<file path="config.mk">
export PLATFORM = sky130hd
export DESIGN_NAME = auto_mouse_click_scroll_fsm_flat
export DESIGN_NICKNAME = d
export VERILOG_FILES = /design/src/sv/acsf_pkg.sv /design/src/sv/acsf_if.sv /design/src/sv/acsf_div.sv /design/src/sv/acsf_ctrl.sv /design/src/sv/acsf_dp.sv /design/src/sv/auto_mouse_click_scroll_fsm.sv /design/src/flat_wrapper.sv
export SDC_FILE = /design/constraint.sdc
export NUM_CORES = 1
export LEC_CHECK = 0
export ABC_AREA = 1
export ABC_CLOCK_PERIOD_IN_PS = 10400
export BUFFER_PORTS_ARGS = -buffer_cell sky130_fd_sc_hd__buf_4
export CAP_MARGIN = 20
export CORE_MARGIN = 4
export CORE_UTILIZATION = 45
export DETAILED_ROUTE_END_ITERATION = 16
export SLEW_MARGIN = 0
export SYNTH_ARGS = -nofsm -noshare
export SYNTH_HDL_FRONTEND = slang
export SYNTH_SLANG_ARGS = --single-unit
</file>
<file path="constraint.sdc">
create_clock -name i_clk -period 10.4 [get_ports i_clk]
set_input_delay 1.56 -clock i_clk [delete_from_list [all_inputs] [get_ports i_clk]]
set_output_delay 1.56 -clock i_clk [all_outputs]
set_load 0.03 [all_outputs]
</file>
<file path="src/sv/acsf_pkg.sv">
// ----------------------------------------------------------------------------
// acsf_pkg
// Shared types and constants for the auto click-layer and scroll block.
// ----------------------------------------------------------------------------
package acsf_pkg;

    // request command codes
    localparam logic [1:0] CMD_MOTION = 2'd0;
    localparam logic [1:0] CMD_BUTTON = 2'd1;
    localparam logic [1:0] CMD_SCROLL = 2'd2;
    localparam logic [1:0] CMD_TICK   = 2'd3;

    // mode codes as reported on the result
    localparam logic [2:0] MODE_IDLE      = 3'd0;
    localparam logic [2:0] MODE_WAITING   = 3'd1;
    localparam logic [2:0] MODE_CLICKABLE = 3'd2;
    localparam logic [2:0] MODE_CLICKING  = 3'd3;
    localparam logic [2:0] MODE_SCROLLING = 3'd4;

    // configuration register indexes
    localparam logic [2:0] CFG_ARM_DELAY    = 3'd0;
    localparam logic [2:0] CFG_IDLE_TIMEOUT = 3'd1;
    localparam logic [2:0] CFG_VERT_STEP    = 3'd2;
    localparam logic [2:0] CFG_HORIZ_STEP   = 3'd3;
    localparam logic [2:0] CFG_LOCK_DIST    = 3'd4;

    // configuration reset values
    localparam logic [15:0] RST_ARM_DELAY    = 16'd100;
    localparam logic [15:0] RST_IDLE_TIMEOUT = 16'd800;
    localparam logic [14:0] RST_VERT_STEP    = 15'd50;
    localparam logic [14:0] RST_HORIZ_STEP   = 15'd50;
    localparam logic [14:0] RST_LOCK_DIST    = 15'd30;

    // misc constants
    localparam logic [15:0] WAIT_DROP_MS = 16'd50;
    localparam logic [2:0]  BUTTON_COUNT = 3'd5;
    localparam int          DIV_W        = 16;
    localparam int          DVS_W        = 15;

    // one-hot mode of the click layer machine
    typedef enum logic [4:0] {
        M_IDLE      = 5'b00001,
        M_WAIT      = 5'b00010,
        M_CLICKABLE = 5'b00100,
        M_CLICKING  = 5'b01000,
        M_SCROLL    = 5'b10000
    } t_mode;

    typedef struct packed {
        logic [1:0]        cmd;
        logic signed [7:0] dx;
        logic signed [7:0] dy;
        logic [2:0]        button_index;
        logic              pressed;
    } t_req;

    typedef struct packed {
        logic signed [7:0] out_x;
        logic signed [7:0] out_y;
        logic signed [7:0] out_h;
        logic signed [7:0] out_v;
        logic [4:0]        button_bits;
        logic              layer_active;
        logic [2:0]        mode_now;
    } t_rsp;

    // commands from controller to datapath
    typedef struct packed {
        logic       tick;
        logic       btn;
        logic       load_budget;
        logic       click_motion;
        logic       clr_elapsed;
        logic       set_layer;
        logic       dis_layer;
        logic       scroll_cap;
        logic       div_start;
        logic       fin;
        logic       out_direct;
        logic [2:0] mode_code;
    } t_dp_cmd;

    // status from datapath to controller
    typedef struct packed {
        logic motion;
        logic gt_arm;
        logic gt_idle;
        logic gt_drop;
        logic div_done;
        logic out_free;
    } t_dp_stat;

endpackage

</file>
<file path="src/sv/acsf_if.sv">
// ----------------------------------------------------------------------------
// acsf_if
// Valid/ready channels for requests and results of the click-layer block.
// ----------------------------------------------------------------------------
interface acsf_req_if;
    import acsf_pkg::*;

    logic valid;
    logic ready;
    t_req data;

    modport source (output valid, output data, input ready);
    modport sink (input valid, input data, output ready);
endinterface

interface acsf_rsp_if;
    import acsf_pkg::*;

    logic valid;
    logic ready;
    t_rsp data;

    modport source (output valid, output data, input ready);
    modport sink (input valid, input data, output ready);
endinterface

</file>
<file path="src/sv/acsf_div.sv">
// ----------------------------------------------------------------------------
// acsf_div
// Restoring divider, one quotient bit per cycle.
// ----------------------------------------------------------------------------
module acsf_div (
    input  logic                       i_clk,
    input  logic                       i_rst_n,
    input  logic                       i_start,
    input  logic [acsf_pkg::DIV_W-1:0] i_dividend,
    input  logic [acsf_pkg::DVS_W-1:0] i_divisor,
    output logic                       o_done,
    output logic [acsf_pkg::DIV_W-1:0] o_quotient,
    output logic [acsf_pkg::DVS_W-1:0] o_remainder
);
    import acsf_pkg::*;

    localparam int CNT_W = $clog2(DIV_W);

    logic             r_busy;
    logic             r_done;
    logic [CNT_W-1:0] r_cnt;
    logic [DIV_W-1:0] r_quo;
    logic [DVS_W-1:0] r_rem;
    logic [DVS_W-1:0] r_dvs;

    logic [DVS_W:0]   w_shift;
    logic [DVS_W+1:0] w_diff;

    // trial subtract of the shifted partial remainder
    assign w_shift = {r_rem, r_quo[DIV_W-1]};
    assign w_diff  = {1'b0, w_shift} - {2'b00, r_dvs};

    // control
    always_ff @(posedge i_clk) begin
        if (!i_rst_n) begin
            r_busy <= 1'b0;
            r_done <= 1'b0;
            r_cnt  <= '0;
        end else begin
            r_done <= r_busy && (r_cnt == '0);
            if (i_start) begin
                r_busy <= 1'b1;
                r_cnt  <= CNT_W'(DIV_W - 1);
            end else if (r_busy) begin
                if (r_cnt == '0) begin
                    r_busy <= 1'b0;
                end
                r_cnt <= r_cnt - CNT_W'(1);
            end
        end
    end

    // datapath of the divider
    always_ff @(posedge i_clk) begin
        if (i_start) begin
            r_quo <= i_dividend;
            r_rem <= '0;
            r_dvs <= i_divisor;
        end else if (r_busy) begin
            if (!w_diff[DVS_W+1]) begin
                r_rem <= w_diff[DVS_W-1:0];
                r_quo <= {r_quo[DIV_W-2:0], 1'b1};
            end else begin
                r_rem <= w_shift[DVS_W-1:0];
                r_quo <= {r_quo[DIV_W-2:0], 1'b0};
            end
        end
    end

    assign o_done      = r_done;
    assign o_quotient  = r_quo;
    assign o_remainder = r_rem;

    // checks
    a_start_busy: assert property (@(posedge i_clk) disable iff (!i_rst_n)
        i_start |=> r_busy)
        else $error("divider did not start");
    a_rem_below: assert property (@(posedge i_clk) disable iff (!i_rst_n)
        (o_done && r_dvs != '0) |-> (o_remainder < r_dvs))
        else $error("divider remainder not below divisor");

endmodule

</file>
<file path="src/sv/acsf_ctrl.sv">
// ----------------------------------------------------------------------------
// acsf_ctrl
// Request sequencer and click-layer mode machine.
// ----------------------------------------------------------------------------
module acsf_ctrl (
    input  logic               i_clk,
    input  logic               i_rst_n,
    input  logic               i_in_valid,
    input  acsf_pkg::t_req     i_req,
    input  acsf_pkg::t_dp_stat i_stat,
    output logic               o_in_ready,
    output acsf_pkg::t_dp_cmd  o_cmd
);
    import acsf_pkg::*;

    typedef enum logic [3:0] {
        S_IDLE = 4'b0001,
        S_LOAD = 4'b0010,
        S_DIV  = 4'b0100,
        S_FIN  = 4'b1000
    } t_seq;

    t_seq    r_seq, n_seq;
    t_mode   r_mode, n_mode;
    t_dp_cmd w_cmd;
    logic    w_take;

    assign o_in_ready = (r_seq == S_IDLE) && i_stat.out_free;
    assign w_take     = i_in_valid && o_in_ready;

    // next state and datapath commands
    always_comb begin
        n_seq  = r_seq;
        n_mode = r_mode;
        w_cmd  = '0;
        case (r_seq)
            S_IDLE: begin
                if (w_take) begin
                    case (i_req.cmd)
                        CMD_MOTION: begin
                            if (i_stat.motion) begin
                                case (r_mode)
                                    M_CLICKABLE: w_cmd.clr_elapsed = 1'b1;
                                    M_CLICKING:  w_cmd.click_motion = 1'b1;
                                    M_SCROLL: begin
                                        w_cmd.scroll_cap = 1'b1;
                                        n_seq = S_LOAD;
                                    end
                                    M_WAIT: begin
                                        if (i_stat.gt_arm) begin
                                            w_cmd.clr_elapsed = 1'b1;
                                            w_cmd.set_layer   = 1'b1;
                                            n_mode = M_CLICKABLE;
                                        end
                                    end
                                    default: begin
                                        w_cmd.clr_elapsed = 1'b1;
                                        n_mode = M_WAIT;
                                    end
                                endcase
                            end else begin
                                case (r_mode)
                                    M_CLICKABLE: begin
                                        if (i_stat.gt_idle) begin
                                            w_cmd.dis_layer = 1'b1;
                                            n_mode = M_IDLE;
                                        end
                                    end
                                    M_WAIT: begin
                                        if (i_stat.gt_drop) begin
                                            n_mode = M_IDLE;
                                        end
                                    end
                                    M_CLICKING, M_SCROLL: begin
                                        n_mode = r_mode;
                                    end
                                    default: n_mode = M_IDLE;
                                endcase
                            end
                        end
                        CMD_BUTTON: begin
                            if (i_req.button_index < BUTTON_COUNT) begin
                                w_cmd.btn = 1'b1;
                                if (i_req.pressed) begin
                                    w_cmd.load_budget = 1'b1;
                                    n_mode = M_CLICKING;
                                end else begin
                                    w_cmd.clr_elapsed = 1'b1;
                                    w_cmd.set_layer   = 1'b1;
                                    n_mode = M_CLICKABLE;
                                end
                            end
                        end
                        CMD_SCROLL: begin
                            if (i_req.pressed) begin
                                n_mode = M_SCROLL;
                            end else begin
                                w_cmd.clr_elapsed = 1'b1;
                                w_cmd.set_layer   = 1'b1;
                                n_mode = M_CLICKABLE;
                            end
                        end
                        default: w_cmd.tick = 1'b1;
                    endcase
                    w_cmd.out_direct = !w_cmd.scroll_cap;
                end
            end
            S_LOAD: begin
                w_cmd.div_start = 1'b1;
                n_seq = S_DIV;
            end
            S_DIV: begin
                if (i_stat.div_done) begin
                    n_seq = S_FIN;
                end
            end
            S_FIN: begin
                if (i_stat.out_free) begin
                    w_cmd.fin = 1'b1;
                    n_seq = S_IDLE;
                end
            end
            default: n_seq = S_IDLE;
        endcase

        // reported mode after this request
        case (n_mode)
            M_WAIT:      w_cmd.mode_code = MODE_WAITING;
            M_CLICKABLE: w_cmd.mode_code = MODE_CLICKABLE;
            M_CLICKING:  w_cmd.mode_code = MODE_CLICKING;
            M_SCROLL:    w_cmd.mode_code = MODE_SCROLLING;
            default:     w_cmd.mode_code = MODE_IDLE;
        endcase
    end

    // state registers
    always_ff @(posedge i_clk) begin
        if (!i_rst_n) begin
            r_seq  <= S_IDLE;
            r_mode <= M_IDLE;
        end else begin
            r_seq  <= n_seq;
            r_mode <= n_mode;
        end
    end

    assign o_cmd = w_cmd;

    // checks
    a_scroll_seq: assert property (@(posedge i_clk) disable iff (!i_rst_n)
        w_cmd.scroll_cap |=> (r_seq == S_LOAD))
        else $error("scroll request did not start the step count");
    a_div_in_scroll: assert property (@(posedge i_clk) disable iff (!i_rst_n)
        w_cmd.div_start |-> (r_mode == M_SCROLL))
        else $error("step count started outside scrolling");
    a_fin_done: assert property (@(posedge i_clk) disable iff (!i_rst_n)
        (r_seq == S_FIN && i_stat.out_free) |=> (r_seq == S_IDLE))
        else $error("scroll result not delivered");

endmodule

</file>
<file path="src/sv/acsf_dp.sv">
// ----------------------------------------------------------------------------
// acsf_dp
// Datapath: configuration, timers, lock budget, scroll accumulators, result.
// ----------------------------------------------------------------------------
module acsf_dp (
    input  logic               i_clk,
    input  logic               i_rst_n,
    input  logic               i_cfg_we,
    input  logic [2:0]         i_cfg_idx,
    input  logic [15:0]        i_cfg_data,
    input  acsf_pkg::t_req     i_req,
    input  acsf_pkg::t_dp_cmd  i_cmd,
    output acsf_pkg::t_dp_stat o_stat,
    acsf_rsp_if.source         o_rsp
);
    import acsf_pkg::*;

    // configuration
    logic [15:0] r_arm_delay;
    logic [15:0] r_idle_timeout;
    logic [14:0] r_vert_step;
    logic [14:0] r_horiz_step;
    logic [14:0] r_lock_dist;

    // state
    logic [15:0] r_elapsed;
    logic [15:0] r_budget, n_budget;
    logic [16:0] r_vacc;
    logic [16:0] r_hacc;
    logic [4:0]  r_held, n_held;
    logic        r_layer, n_layer;
    logic [16:0] r_sum;
    logic        r_vert;
    logic        r_out_valid;
    t_rsp        r_out;

    logic [7:0]  w_dx, w_dy, w_abs_x, w_abs_y, w_sat_x, w_sat_y;
    logic [8:0]  w_mag;
    logic [16:0] w_bdiff;
    logic        w_budget_pos;
    logic        w_vert_axis;
    logic [4:0]  w_bit;
    logic [16:0] w_neg_sum;
    logic [15:0] w_sum_mag;
    logic [14:0] w_step, w_t;
    logic [15:0] w_dividend;
    logic        w_a_gt_t;
    logic        w_div_done;
    logic [15:0] w_quo;
    logic [14:0] w_rem;
    logic [15:0] w_n;
    logic [7:0]  w_nsat, w_nneg;
    logic [15:0] w_new_mag;
    logic [16:0] w_new_acc;
    logic        w_out_free;

    // configuration writes
    always_ff @(posedge i_clk) begin
        if (!i_rst_n) begin
            r_arm_delay    <= RST_ARM_DELAY;
            r_idle_timeout <= RST_IDLE_TIMEOUT;
            r_vert_step    <= RST_VERT_STEP;
            r_horiz_step   <= RST_HORIZ_STEP;
            r_lock_dist    <= RST_LOCK_DIST;
        end else if (i_cfg_we) begin
            case (i_cfg_idx)
                CFG_ARM_DELAY:    r_arm_delay    <= i_cfg_data;
                CFG_IDLE_TIMEOUT: r_idle_timeout <= i_cfg_data;
                CFG_VERT_STEP:    r_vert_step    <= i_cfg_data[14:0];
                CFG_HORIZ_STEP:   r_horiz_step   <= i_cfg_data[14:0];
                CFG_LOCK_DIST:    r_lock_dist    <= i_cfg_data[14:0];
                default: ;
            endcase
        end
    end

    // motion magnitudes and pass-through saturation
    assign w_dx    = i_req.dx;
    assign w_dy    = i_req.dy;
    assign w_abs_x = w_dx[7] ? (8'd0 - w_dx) : w_dx;
    assign w_abs_y = w_dy[7] ? (8'd0 - w_dy) : w_dy;
    assign w_sat_x = (w_dx == 8'h80) ? 8'h81 : w_dx;
    assign w_sat_y = (w_dy == 8'h80) ? 8'h81 : w_dy;
    assign w_mag   = {1'b0, w_abs_x} + {1'b0, w_abs_y};

    // lock budget with floor at the most negative value
    assign w_bdiff = {r_budget[15], r_budget} - {8'd0, w_mag};
    always_comb begin
        if (i_cmd.load_budget) begin
            n_budget = {1'b0, r_lock_dist};
        end else if (i_cmd.click_motion) begin
            n_budget = (w_bdiff[16] && !w_bdiff[15]) ? 16'h8000 : w_bdiff[15:0];
        end else begin
            n_budget = r_budget;
        end
    end
    assign w_budget_pos = !n_budget[15] && (n_budget != 16'd0);

    // held buttons and layer flag
    assign w_bit = 5'd1 << i_req.button_index;
    always_comb begin
        n_held = r_held;
        if (i_cmd.btn) begin
            n_held = i_req.pressed ? (r_held | w_bit) : (r_held & ~w_bit);
        end
        n_layer = r_layer;
        if (i_cmd.set_layer) begin
            n_layer = 1'b1;
        end else if (i_cmd.dis_layer) begin
            n_layer = 1'b0;
        end
    end

    // scroll axis choice, vertical weighted twice
    assign w_vert_axis = {w_abs_y, 1'b0} > {1'b0, w_abs_x};

    // divider operands from the captured sum
    assign w_neg_sum  = 17'd0 - r_sum;
    assign w_sum_mag  = r_sum[16] ? w_neg_sum[15:0] : r_sum[15:0];
    assign w_step     = r_vert ? r_vert_step : r_horiz_step;
    assign w_t        = (w_step == 15'd0) ? 15'd1 : w_step;
    assign w_dividend = (w_sum_mag == 16'd0) ? 16'd0 : (w_sum_mag - 16'd1);
    assign w_a_gt_t   = w_sum_mag > {1'b0, w_t};

    acsf_div u_div (
        .i_clk       (i_clk),
        .i_rst_n     (i_rst_n),
        .i_start     (i_cmd.div_start),
        .i_dividend  (w_dividend),
        .i_divisor   (w_t),
        .o_done      (w_div_done),
        .o_quotient  (w_quo),
        .o_remainder (w_rem)
    );

    // step count and reduced accumulator
    assign w_n       = w_a_gt_t ? w_quo : 16'd0;
    assign w_nsat    = (w_n > 16'd127) ? 8'd127 : {1'b0, w_n[6:0]};
    assign w_nneg    = 8'd0 - w_nsat;
    assign w_new_mag = w_a_gt_t ? ({1'b0, w_rem} + 16'd1) : w_sum_mag;
    assign w_new_acc = r_sum[16] ? (17'd0 - {1'b0, w_new_mag}) : {1'b0, w_new_mag};

    // state registers
    always_ff @(posedge i_clk) begin
        if (!i_rst_n) begin
            r_elapsed <= '0;
            r_budget  <= '0;
            r_vacc    <= '0;
            r_hacc    <= '0;
            r_held    <= '0;
            r_layer   <= 1'b0;
        end else begin
            if (i_cmd.clr_elapsed) begin
                r_elapsed <= '0;
            end else if (i_cmd.tick && r_elapsed != 16'hFFFF) begin
                r_elapsed <= r_elapsed + 16'd1;
            end
            r_budget <= n_budget;
            r_held   <= n_held;
            r_layer  <= n_layer;
            if (i_cmd.dis_layer) begin
                r_vacc <= '0;
                r_hacc <= '0;
            end else if (i_cmd.fin) begin
                if (r_vert) begin
                    r_vacc <= w_new_acc;
                end else begin
                    r_hacc <= w_new_acc;
                end
            end
        end
    end

    // capture of the accumulated sum for a scroll request
    always_ff @(posedge i_clk) begin
        if (i_cmd.scroll_cap) begin
            r_vert <= w_vert_axis;
            r_sum  <= w_vert_axis ? (r_vacc + {{9{w_dy[7]}}, w_dy})
                                  : (r_hacc + {{9{w_dx[7]}}, w_dx});
        end
    end

    // result register
    assign w_out_free = !r_out_valid || o_rsp.ready;

    always_ff @(posedge i_clk) begin
        if (!i_rst_n) begin
            r_out_valid <= 1'b0;
        end else if (i_cmd.out_direct || i_cmd.fin) begin
            r_out_valid <= 1'b1;
        end else if (o_rsp.ready) begin
            r_out_valid <= 1'b0;
        end
    end

    always_ff @(posedge i_clk) begin
        if (i_cmd.out_direct) begin
            if (i_req.cmd == CMD_MOTION && !(i_cmd.click_motion && w_budget_pos)) begin
                r_out.out_x <= w_sat_x;
                r_out.out_y <= w_sat_y;
            end else begin
                r_out.out_x <= '0;
                r_out.out_y <= '0;
            end
            r_out.out_h        <= '0;
            r_out.out_v        <= '0;
            r_out.button_bits  <= n_held;
            r_out.layer_active <= n_layer;
            r_out.mode_now     <= i_cmd.mode_code;
        end else if (i_cmd.fin) begin
            r_out.out_x        <= '0;
            r_out.out_y        <= '0;
            r_out.out_h        <= r_vert ? 8'd0 : (r_sum[16] ? w_nneg : w_nsat);
            r_out.out_v        <= r_vert ? (r_sum[16] ? w_nsat : w_nneg) : 8'd0;
            r_out.button_bits  <= n_held;
            r_out.layer_active <= n_layer;
            r_out.mode_now     <= i_cmd.mode_code;
        end
    end

    assign o_rsp.valid = r_out_valid;
    assign o_rsp.data  = r_out;

    // status to the controller
    assign o_stat.motion   = (w_dx != 8'd0) || (w_dy != 8'd0);
    assign o_stat.gt_arm   = r_elapsed > r_arm_delay;
    assign o_stat.gt_idle  = r_elapsed > r_idle_timeout;
    assign o_stat.gt_drop  = r_elapsed > WAIT_DROP_MS;
    assign o_stat.div_done = w_div_done;
    assign o_stat.out_free = w_out_free;

    // checks
    a_cursor_or_scroll: assert property (@(posedge i_clk) disable iff (!i_rst_n)
        (r_out_valid && (r_out.out_x != 8'sd0 || r_out.out_y != 8'sd0))
            |-> (r_out.out_h == 8'sd0 && r_out.out_v == 8'sd0))
        else $error("cursor motion and scroll steps in one result");
    a_fin_after_done: assert property (@(posedge i_clk) disable iff (!i_rst_n)
        i_cmd.div_start |=> !i_cmd.fin)
        else $error("scroll result written before the step count");

endmodule

</file>
<file path="src/sv/auto_mouse_click_scroll_fsm.sv">
// ----------------------------------------------------------------------------
// auto_mouse_click_scroll_fsm
// Auto click layer and scroll engine for a trackball pointing device.
// ----------------------------------------------------------------------------
// Usage:
//  - i_req carries one request per handshake: a motion report, a mouse-button
//    event, a scroll-key event or a millisecond tick. o_rsp returns exactly
//    one result per request: passed-on cursor motion, scroll steps, held
//    buttons, layer flag and current mode.
//  - i_cfg_we/i_cfg_idx/i_cfg_data write the five configuration registers;
//    write them only while no request is in flight.
//  - A motion report in scrolling mode goes from accept to a valid result
//    through capture, divider load, the 16-step restoring divider, the
//    divider done flag and the result write; every other request shows its
//    result in the cycle after accept.
//  - Throughput: one request per cycle for non-scroll requests while the
//    result register drains; one request in flight at a time.
//  - Reset (synchronous, active low) restores configuration defaults, puts
//    the mode machine in idle and clears timers, budget and accumulators.
//  - When the receiver stalls, the result register holds and the block stops
//    taking requests until the result is taken.
// ----------------------------------------------------------------------------
module auto_mouse_click_scroll_fsm (
    input  logic        i_clk,
    input  logic        i_rst_n,
    input  logic        i_cfg_we,
    input  logic [2:0]  i_cfg_idx,
    input  logic [15:0] i_cfg_data,
    acsf_req_if.sink    i_req,
    acsf_rsp_if.source  o_rsp
);
    import acsf_pkg::*;

    t_dp_cmd  w_cmd;
    t_dp_stat w_stat;
    logic     w_in_ready;

    assign i_req.ready = w_in_ready;

    // mode machine and request sequencer
    acsf_ctrl u_ctrl (
        .i_clk      (i_clk),
        .i_rst_n    (i_rst_n),
        .i_in_valid (i_req.valid),
        .i_req      (i_req.data),
        .i_stat     (w_stat),
        .o_in_ready (w_in_ready),
        .o_cmd      (w_cmd)
    );

    // timers, budget, accumulators and result register
    acsf_dp u_dp (
        .i_clk      (i_clk),
        .i_rst_n    (i_rst_n),
        .i_cfg_we   (i_cfg_we),
        .i_cfg_idx  (i_cfg_idx),
        .i_cfg_data (i_cfg_data),
        .i_req      (i_req.data),
        .i_cmd      (w_cmd),
        .o_stat     (w_stat),
        .o_rsp      (o_rsp)
    );

endmodule

</file>
<file path="src/flat_wrapper.sv">
// flat-port wrapper written by rule: the top's interface ports become plain ports
module auto_mouse_click_scroll_fsm_flat import acsf_pkg::*;
  (i_clk, i_rst_n, i_cfg_we, i_cfg_idx, i_cfg_data, i_req_valid, i_req_data, i_req_ready, o_rsp_valid, o_rsp_data, o_rsp_ready);
  acsf_req_if i_req_i ();
  acsf_rsp_if o_rsp_i ();
  input  logic i_clk;
  input  logic i_rst_n;
  input  logic i_cfg_we;
  input  logic [2:0] i_cfg_idx;
  input  logic [15:0] i_cfg_data;
  input wire logic [$bits(i_req_i.valid)-1:0] i_req_valid;
  input wire logic [$bits(i_req_i.data)-1:0] i_req_data;
  output wire logic [$bits(i_req_i.ready)-1:0] i_req_ready;
  output wire logic [$bits(o_rsp_i.valid)-1:0] o_rsp_valid;
  output wire logic [$bits(o_rsp_i.data)-1:0] o_rsp_data;
  input wire logic [$bits(o_rsp_i.ready)-1:0] o_rsp_ready;
  assign i_req_i.valid = i_req_valid;
  assign i_req_i.data = i_req_data;
  assign i_req_ready = i_req_i.ready;
  assign o_rsp_valid = o_rsp_i.valid;
  assign o_rsp_data = o_rsp_i.data;
  assign o_rsp_i.ready = o_rsp_ready;
  auto_mouse_click_scroll_fsm u_core (.i_clk(i_clk), .i_rst_n(i_rst_n), .i_cfg_we(i_cfg_we), .i_cfg_idx(i_cfg_idx), .i_cfg_data(i_cfg_data), .i_req(i_req_i), .o_rsp(o_rsp_i));
endmodule
</file>
==> results of run 1 <==
==> power by group <==
group / switching (uW) / leakage [uW] / internal (uW) / total, uW
combinational: 459 / 0.00640 / 252 / 711
sequential: 50.5 / 0.00228 / 1140 / 1190
clock: 498 / 0.000580 / 746 / 1240
==> how the worst min path moves through the flow <==
stage	end	slack, ns	cells after the start
final	u_core.u_dp.r_horiz_step[0]	0.45	2
after global routing	u_core.u_dp.r_horiz_step[4]	0.48	2
after CTS	u_core.u_dp.r_horiz_step[4]	0.45	2
after detailed placement	u_core.u_dp.r_horiz_step[4]	0.44	2
after global placement	u_core.u_dp.r_horiz_step[5]	0.43	2
after floorplan	u_core.u_dp.r_vert_step[1]	0.42	2
==> worst reg2reg max path, delay by kind of cell, from the launching register on <==
kind,cells,cell delay (ns)
simple gates,14,2.37
flops,1,0.73
fa+ha+maj,2,0.43
buf+inv,5,0.72
compound gates,6,1.27
==> metal layers <==
layer	vias to the layer above	track usage (%)	routed length, microns
met5	-	0	0
met4	0	5.81	1040
met3	73	3.53	2020
met2	315	39.8	23800
met1	7430	30.7	22800
li1	8171	-	-
==> cell families (layout without fill, tap and decap cells) <==
family	count (synthesis)	in the layout	share of synthesized area, %
flops	270	270	34.6
compound gates	475	475	15.3
xor+xnor	92	92	4.53
buf+inv	407	504	9.03
simple gates	1038	1038	26.6
fa+ha+maj	132	132	9.51
mux	6	6	0.373
==> final cells by class <==
| cell class | count | area share [%] |
|---|---|---|
| Clock buffer | 52 | 5.14 |
| Clock inverter | 11 | 0.710 |
| Inverter | 341 | 6.37 |
| Multi-Input combinational cell | 1743 | 49.9 |
| Sequential cell | 270 | 30.6 |
| Tap cell | 518 | 3.23 |
| Timing Repair Buffer | 100 | 4.04 |
==> per-stage QoR <==
step / setup WS [ns] / utilization (%) / hold WS (ns)
2_1_floorplan: 4.74 / - / 0.421
3_3_place_gp: 4.01 / 48.5 / 0.432
3_5_place_dp: 3.85 / 48.5 / 0.439
4_1_cts: 4.40 / 51.5 / 0.453
5_1_grt: 3.80 / 51.7 / 0.477
6_report: 4.34 / 51.7 / 0.451
==> placed cells by master (no fill, tap or decap), types with 8 or more instances in the layout <==
| cell | instances |
|---|---|
| nand2_1 | 431 |
| inv_1 | 329 |
| nor2_1 | 287 |
| dfxtp_1 | 196 |
| o21ai_0 | 173 |
| a21oi_1 | 159 |
| ha_1 | 127 |
| nand3_1 | 105 |
| buf_4 | 97 |
| edfxtp_1 | 74 |
| xor2_1 | 68 |
| nor3_1 | 37 |
| clkbuf_16 | 37 |
| nand4_1 | 35 |
| o211ai_1 | 29 |
| or2_2 | 28 |
| xnor2_1 | 24 |
| nor2_2 | 22 |
| nand2_2 | 22 |
| o22ai_1 | 22 |
| o21ai_1 | 16 |
| nand3b_1 | 15 |
| inv_2 | 12 |
| a211oi_1 | 12 |
| nor4_1 | 11 |
| clkbuf_1 | 10 |
| nor2_4 | 8 |
| nand2_4 | 8 |
| a21o_1 | 8 |
| o21bai_1 | 8 |
==> sequential cells by signal, indices dropped and copies added, names as in the netlist, 16 cells and up <==
name	count
u_core.u_dp.o_rsp.data	41
u_core.u_dp.u_div.o_quotient	16
u_core.u_dp.r_sum	17
u_core.u_dp.r_idle_timeout	16
u_core.u_dp.r_hacc	17
u_core.u_dp.r_arm_delay	16
u_core.u_dp.r_vacc	17
u_core.u_dp.r_elapsed	16
u_core.u_dp.r_budget	16
==> impl_results.md, run 1 <==
- Critical path buffer and inverter count: 5
- Cell area after layout: 20100 sq um
- Routed via count: 16000
- Port Buf Inserts: 88
- Clock tree buffer depth: 3
- Non-Filler Instances: 3035
- Post-CTS setup buffers: 0
- YS warnings: 0
- Fraction of layout cells with a size suffix above 1: 11.6%
- Root Buffer: clkbuf_16
- FF-to-FF path depth: 27
- Post-Syn Area per Cell: 7.34 sq um
- Top delay family on crit path: simple AND/OR/NAND/NOR gates
- Antenna violation net count after detailed routing: 0
- CTS Buf Count: 35
- Max Freq: 0.165 GHz
- # setup viols final: 0
- First-pass GRT wire length: 79100 microns
- CTS Sinks: 270
- Critical R2R Launch: u_core.u_dp.r_vert
- Worst Setup EP: u_core.u_dp.o_rsp.data[26]
- Area occupied by multi-input gates: 10000 sq um
- Initial Utilization: 45.8%
- Vias per inst: 5.27
- Most frequent CP cell: nand2_1
- Pin count of the biggest net entering global routing: 87
- R2R Path End: u_core.u_dp.r_hacc[14]
- CP max-delay cell: ha_1
- Final Hold Fails: 0
- RSZ-0062 raised after global routing: false
- Row cnt: 72
- Tmin final: 6.06 ns
- Post-synth top area share: 22.1%
- Critical Path Start Type: input port
- Crit path depth: 35
- Commonest cells post-synth: 431 x nand2_1, 329 x inv_1, 289 x nor2_1
- Tcrit/Tclk final: 58.3%
- TNS Setup: 0 ns
- First DRT Iteration DRCs: 1003
- Initial antenna violation count: 0
- CP peak stage delay: 0.35 ns
- Crit path launch: i_req_data[13]
- Synth top area cells: dfxtp_1 22%, edfxtp_1 13%, nand2_1 9.1%
- Lkg Pwr: 0.00926 uW
- Drt wl/cell: 16.4 microns
- Fill count: 3820
- Post-CTS resize count: 0
- Slew Viols, Final: 0
- Die area: 42700 sq um
- Core footprint: 38800 sq um
- Syn Inst Count: 2420
- CP Max Fanout: 16
- Hold Buf Count CTS: 0
- Drt first pass iters: 5
- Asr flop ratio synth: 0%
- Hold Crit Class: flop to flop
- Clock slew at reported path FFs: 0.06 ns
- Seq/Total Area, Yosys: 34.6%
- Yosys reg bits: 270
- Reg area: 6150 sq um
- Vias in the first global route: 15100
- Nets: 2669
- Min-delay src: u_core.u_dp.r_horiz_step[0]
- TritonCTS clock tree: done
- Worst Tran Pin Value: 1.01 ns
- Layout area overhead: 13.0%
- DRC: 0
- Area after DPL: 18800 sq um
- N_diodes: 0
- Unique masters post-synth: 64
- Slew Limit Headroom: 31.7%
- Clock Latency Late Sink: 0.56 ns
- WP data arrival: 6.47 ns
- Max_cap viols: 0
- Primary FF master, synth: dfxtp_1
- HPWL Detailed: 37200 microns
- Power Total: 3140 uW
- Synthesized cell area: 17800 sq um
- H-tree depth: 2
- Mapped Nets: 2598
- Clock skew: 0.0187 ns
- Status: finished, final reports clean
- Reg2reg setup slack: 4.76 ns
- Gpl congestion: 0.909
- Power per cell area: 157 nW/um^2
- I/O pin cnt: 89
- Tot GR Track Use: 23.1%
- Leading area contributor after synthesis: dfxtp_1
- Total global routing overflow: 0
- # placed instances: 2969
- Chip Height: 207 microns
- Worst Path Required: 10.80 ns
- Crit end category: flop
- Worst ir drop on vdd: 0.117 mV
- Post-synth EDFFs: 74
- Most common cell in the netlist: nand2_1
- Critical path class: input port to flop
- Die X: 207 microns
- Post-Route WL: 49700 microns
(Power assumes the default switching activity.)
==> inputs of run 2 (changes only) <==
- ABC_CLOCK_PERIOD_IN_PS: 10400 -> 5700
- clock period: 10.4 -> 5.7 ns (I/O delays scaled with it)
==> impl_results.md, run 2 (same netlist as run 1, synthesis figures left out) <==
- Status: finished, final reports clean
- First DRT Iteration DRCs: 1084 (+8.1%)
- Die area: 42700 sq um (unchanged)
- Pin count of the biggest net entering global routing: 87 (unchanged)
- H-tree depth: 2 (unchanged)
- Slew Viols, Final: 0 (unchanged)
- Drt first pass iters: 5 (unchanged)
- Highest metal layer with signal wires: met4
- Root Buffer: clkbuf_16
- Tcrit/Tclk final: 90.8%
- Most frequent cells in the layout: 431 x nand2_1, 329 x inv_1, 287 x nor2_1
- TNS Setup: 0 ns (unchanged)
- WL met1: 22900 microns (+0.32%)
- RSZ-0062 raised after global routing: false
- Critical path class: input port to flop
- Core footprint: 38800 sq um (unchanged)
- DRC: 0 (unchanged)
- N_diodes: 0 (unchanged)
- First-pass GRT wire length: 78700 microns (-0.59%)
- Initial Utilization: 45.8% (unchanged)
- Tmin final: 5.18 ns
- Critical Path Start Type: input port
- Post-Place Setup Slack: -0.106 ns (-3.96 ns)
- Slew Limit Headroom: 41.2% (+9.4 points)
- Die X: 207 microns (unchanged)
- Hold Crit Class: flop to flop
- Post-CTS resize count: 0 (unchanged)
- Most common cell after layout, fill and taps aside: nand2_1
- Layout area overhead: 13.1% (about the same)
- Total global routing overflow: 0 (unchanged)
- HPWL Detailed: 37600 microns (+0.95%)
- Cell area after layout: 20100 sq um (about the same)
- Hold Buf Count CTS: 0 (unchanged)
- CTS Sinks: 270 (unchanged)
- Max reg flops: 41 (unchanged)
- Nets: 2680 (+0.41%)
- Post-CTS setup buffers: 0 (unchanged)
- Power per cell area: 279 nW/um^2 (+78%)
- I/O pin cnt: 89 (unchanged)
- Routed met3 length: 1930 microns (-4.6%)
- CP peak stage delay: 0.36 ns (about the same)
- Fraction of layout cells with a size suffix above 1: 11.9% (+0.31 points)
- Chip Height: 207 microns (unchanged)
- CTS Buf Count: 34 (-2.9%)
- Lkg Pwr: 0.00926 uW (about the same)
- Vias per inst: 5.26 (-0.17%)
- # setup viols final: 0 (unchanged)
- TritonCTS clock tree: done
- Fill count: 3840 (+0.52%)
- CP max-delay cell: o31ai_1
- Reg2reg setup slack: 0.76 ns (-4.00 ns)
- Drt wl/cell: 16.3 microns (-0.55%)
- Routed via count: 16000 (+0.16%)
- Met2 wire length: 23700 microns (-0.58%)
- Area after DPL: 18900 sq um (+0.52%)
- Final Hold Fails: 0 (unchanged)
- Worst Path Required: 6.10 ns (-4.70 ns)
- Clock Latency Late Sink: 0.55 ns (about the same)
- Row cnt: 72 (unchanged)
- WP data arrival: 5.58 ns (-0.89 ns)
- Gpl congestion: 0.927 (+2.0%)
- Worst ir drop on vdd: 0.225 mV (+93%)
- Initial antenna violation count: 0 (unchanged)
- Clock tree buffer depth: 3 (unchanged)
- Clock skew: 0.0270 ns (+0.00823 ns)
- Final WS setup: 0.522 ns (-3.82 ns)
- Antenna violation net count after detailed routing: 0 (unchanged)
- Tot GR Track Use: 22.9% (-0.28 points)
- CP Max Fanout: 16 (unchanged)
- Vias in the first global route: 15200 (+0.61%)
- Port Buf Inserts: 88 (unchanged)
- Post-Route WL: 49600 microns (-0.22%)
- Crit end category: flop
- Worst Tran Pin Value: 0.873 ns (-0.140 ns)
- Max_cap viols: 0 (unchanged)
- Max Freq: 0.193 GHz
- Clock slew at reported path FFs: 0.06 ns (about the same)
[run 2: cell count changes in the layout (fill, tap and decap cells not counted), sizes merged]
cell	previous run	this run
inv	344	343
clkinv	6	7
clkinvlp	0	2
buf	100	112
clkbuf	52	49
bufinv	2	1
[run 2: through the flow]
| step | util, % | instances | hold WS (ns) | power, uW |
|---|---|---|---|---|
| after floorplan | - | 2420 | 0.421 | 3140 |
| after global placement | 48.7 | 2982 | 0.432 | 3490 |
| after detailed placement | 48.7 | 2982 | 0.438 | 3500 |
| after CTS | 51.6 | 3043 | 0.452 | 5650 |
| after global routing | 51.7 | 3045 | 0.473 | 5910 |
| final | 51.7 | 3045 | 0.451 | 5600 |
[run 2: worst max-delay path: cells and delay by family]
kind,cells,cell delay [ns]
compound gates,5,1.07
xor+xnor,2,0.40
fa+ha+maj,3,0.87
buf+inv,5,0.41
simple gates,14,1.95
[run 2: per-layer routing]
layer / global-route usage, % / vias to the layer above
met1: 30.7 / 7468
met4: 6.23 / 0
met5: 0 / -
met2: 39.1 / 309
met3: 2.72 / 64
li1: - / 8174
[run 2: final cells by class]
type	instances	area (sq um)	share of cell area (%)
Clock buffer	49	978	4.87
Timing Repair Buffer	112	868	4.32
Tap cell	518	648	3.23
Clock inverter	12	130	0.648
Inverter	341	1280	6.37
Sequential cell	270	6150	30.6
Multi-Input combinational cell	1743	10000	50.0
[run 2: power breakdown]
| part | switching, uW | leakage, uW | total [uW] | internal [uW] |
|---|---|---|---|---|
| Sequential | 93.8 | 0.00228 | 2170 | 2080 |
| Clock | 868 | 0.000534 | 2120 | 1250 |
| Combinational | 841 | 0.00644 | 1300 | 459 |
| Total | 1800 | 0.00926 | 5600 | 3790 |
[run 2: worst paths after layout]
kind                            depth (start not counted)                        start                     endpoint
worst max-delay path                                   29               i_req_data[12]   u_core.u_dp.o_rsp.data[28]
worst min-delay path                                    2  u_core.u_dp.r_horiz_step[4]  u_core.u_dp.r_horiz_step[4]
worst max register to register                         26           u_core.u_dp.r_vert       u_core.u_dp.r_vacc[12]
worst min register to register                          2  u_core.u_dp.r_horiz_step[4]  u_core.u_dp.r_horiz_step[4]
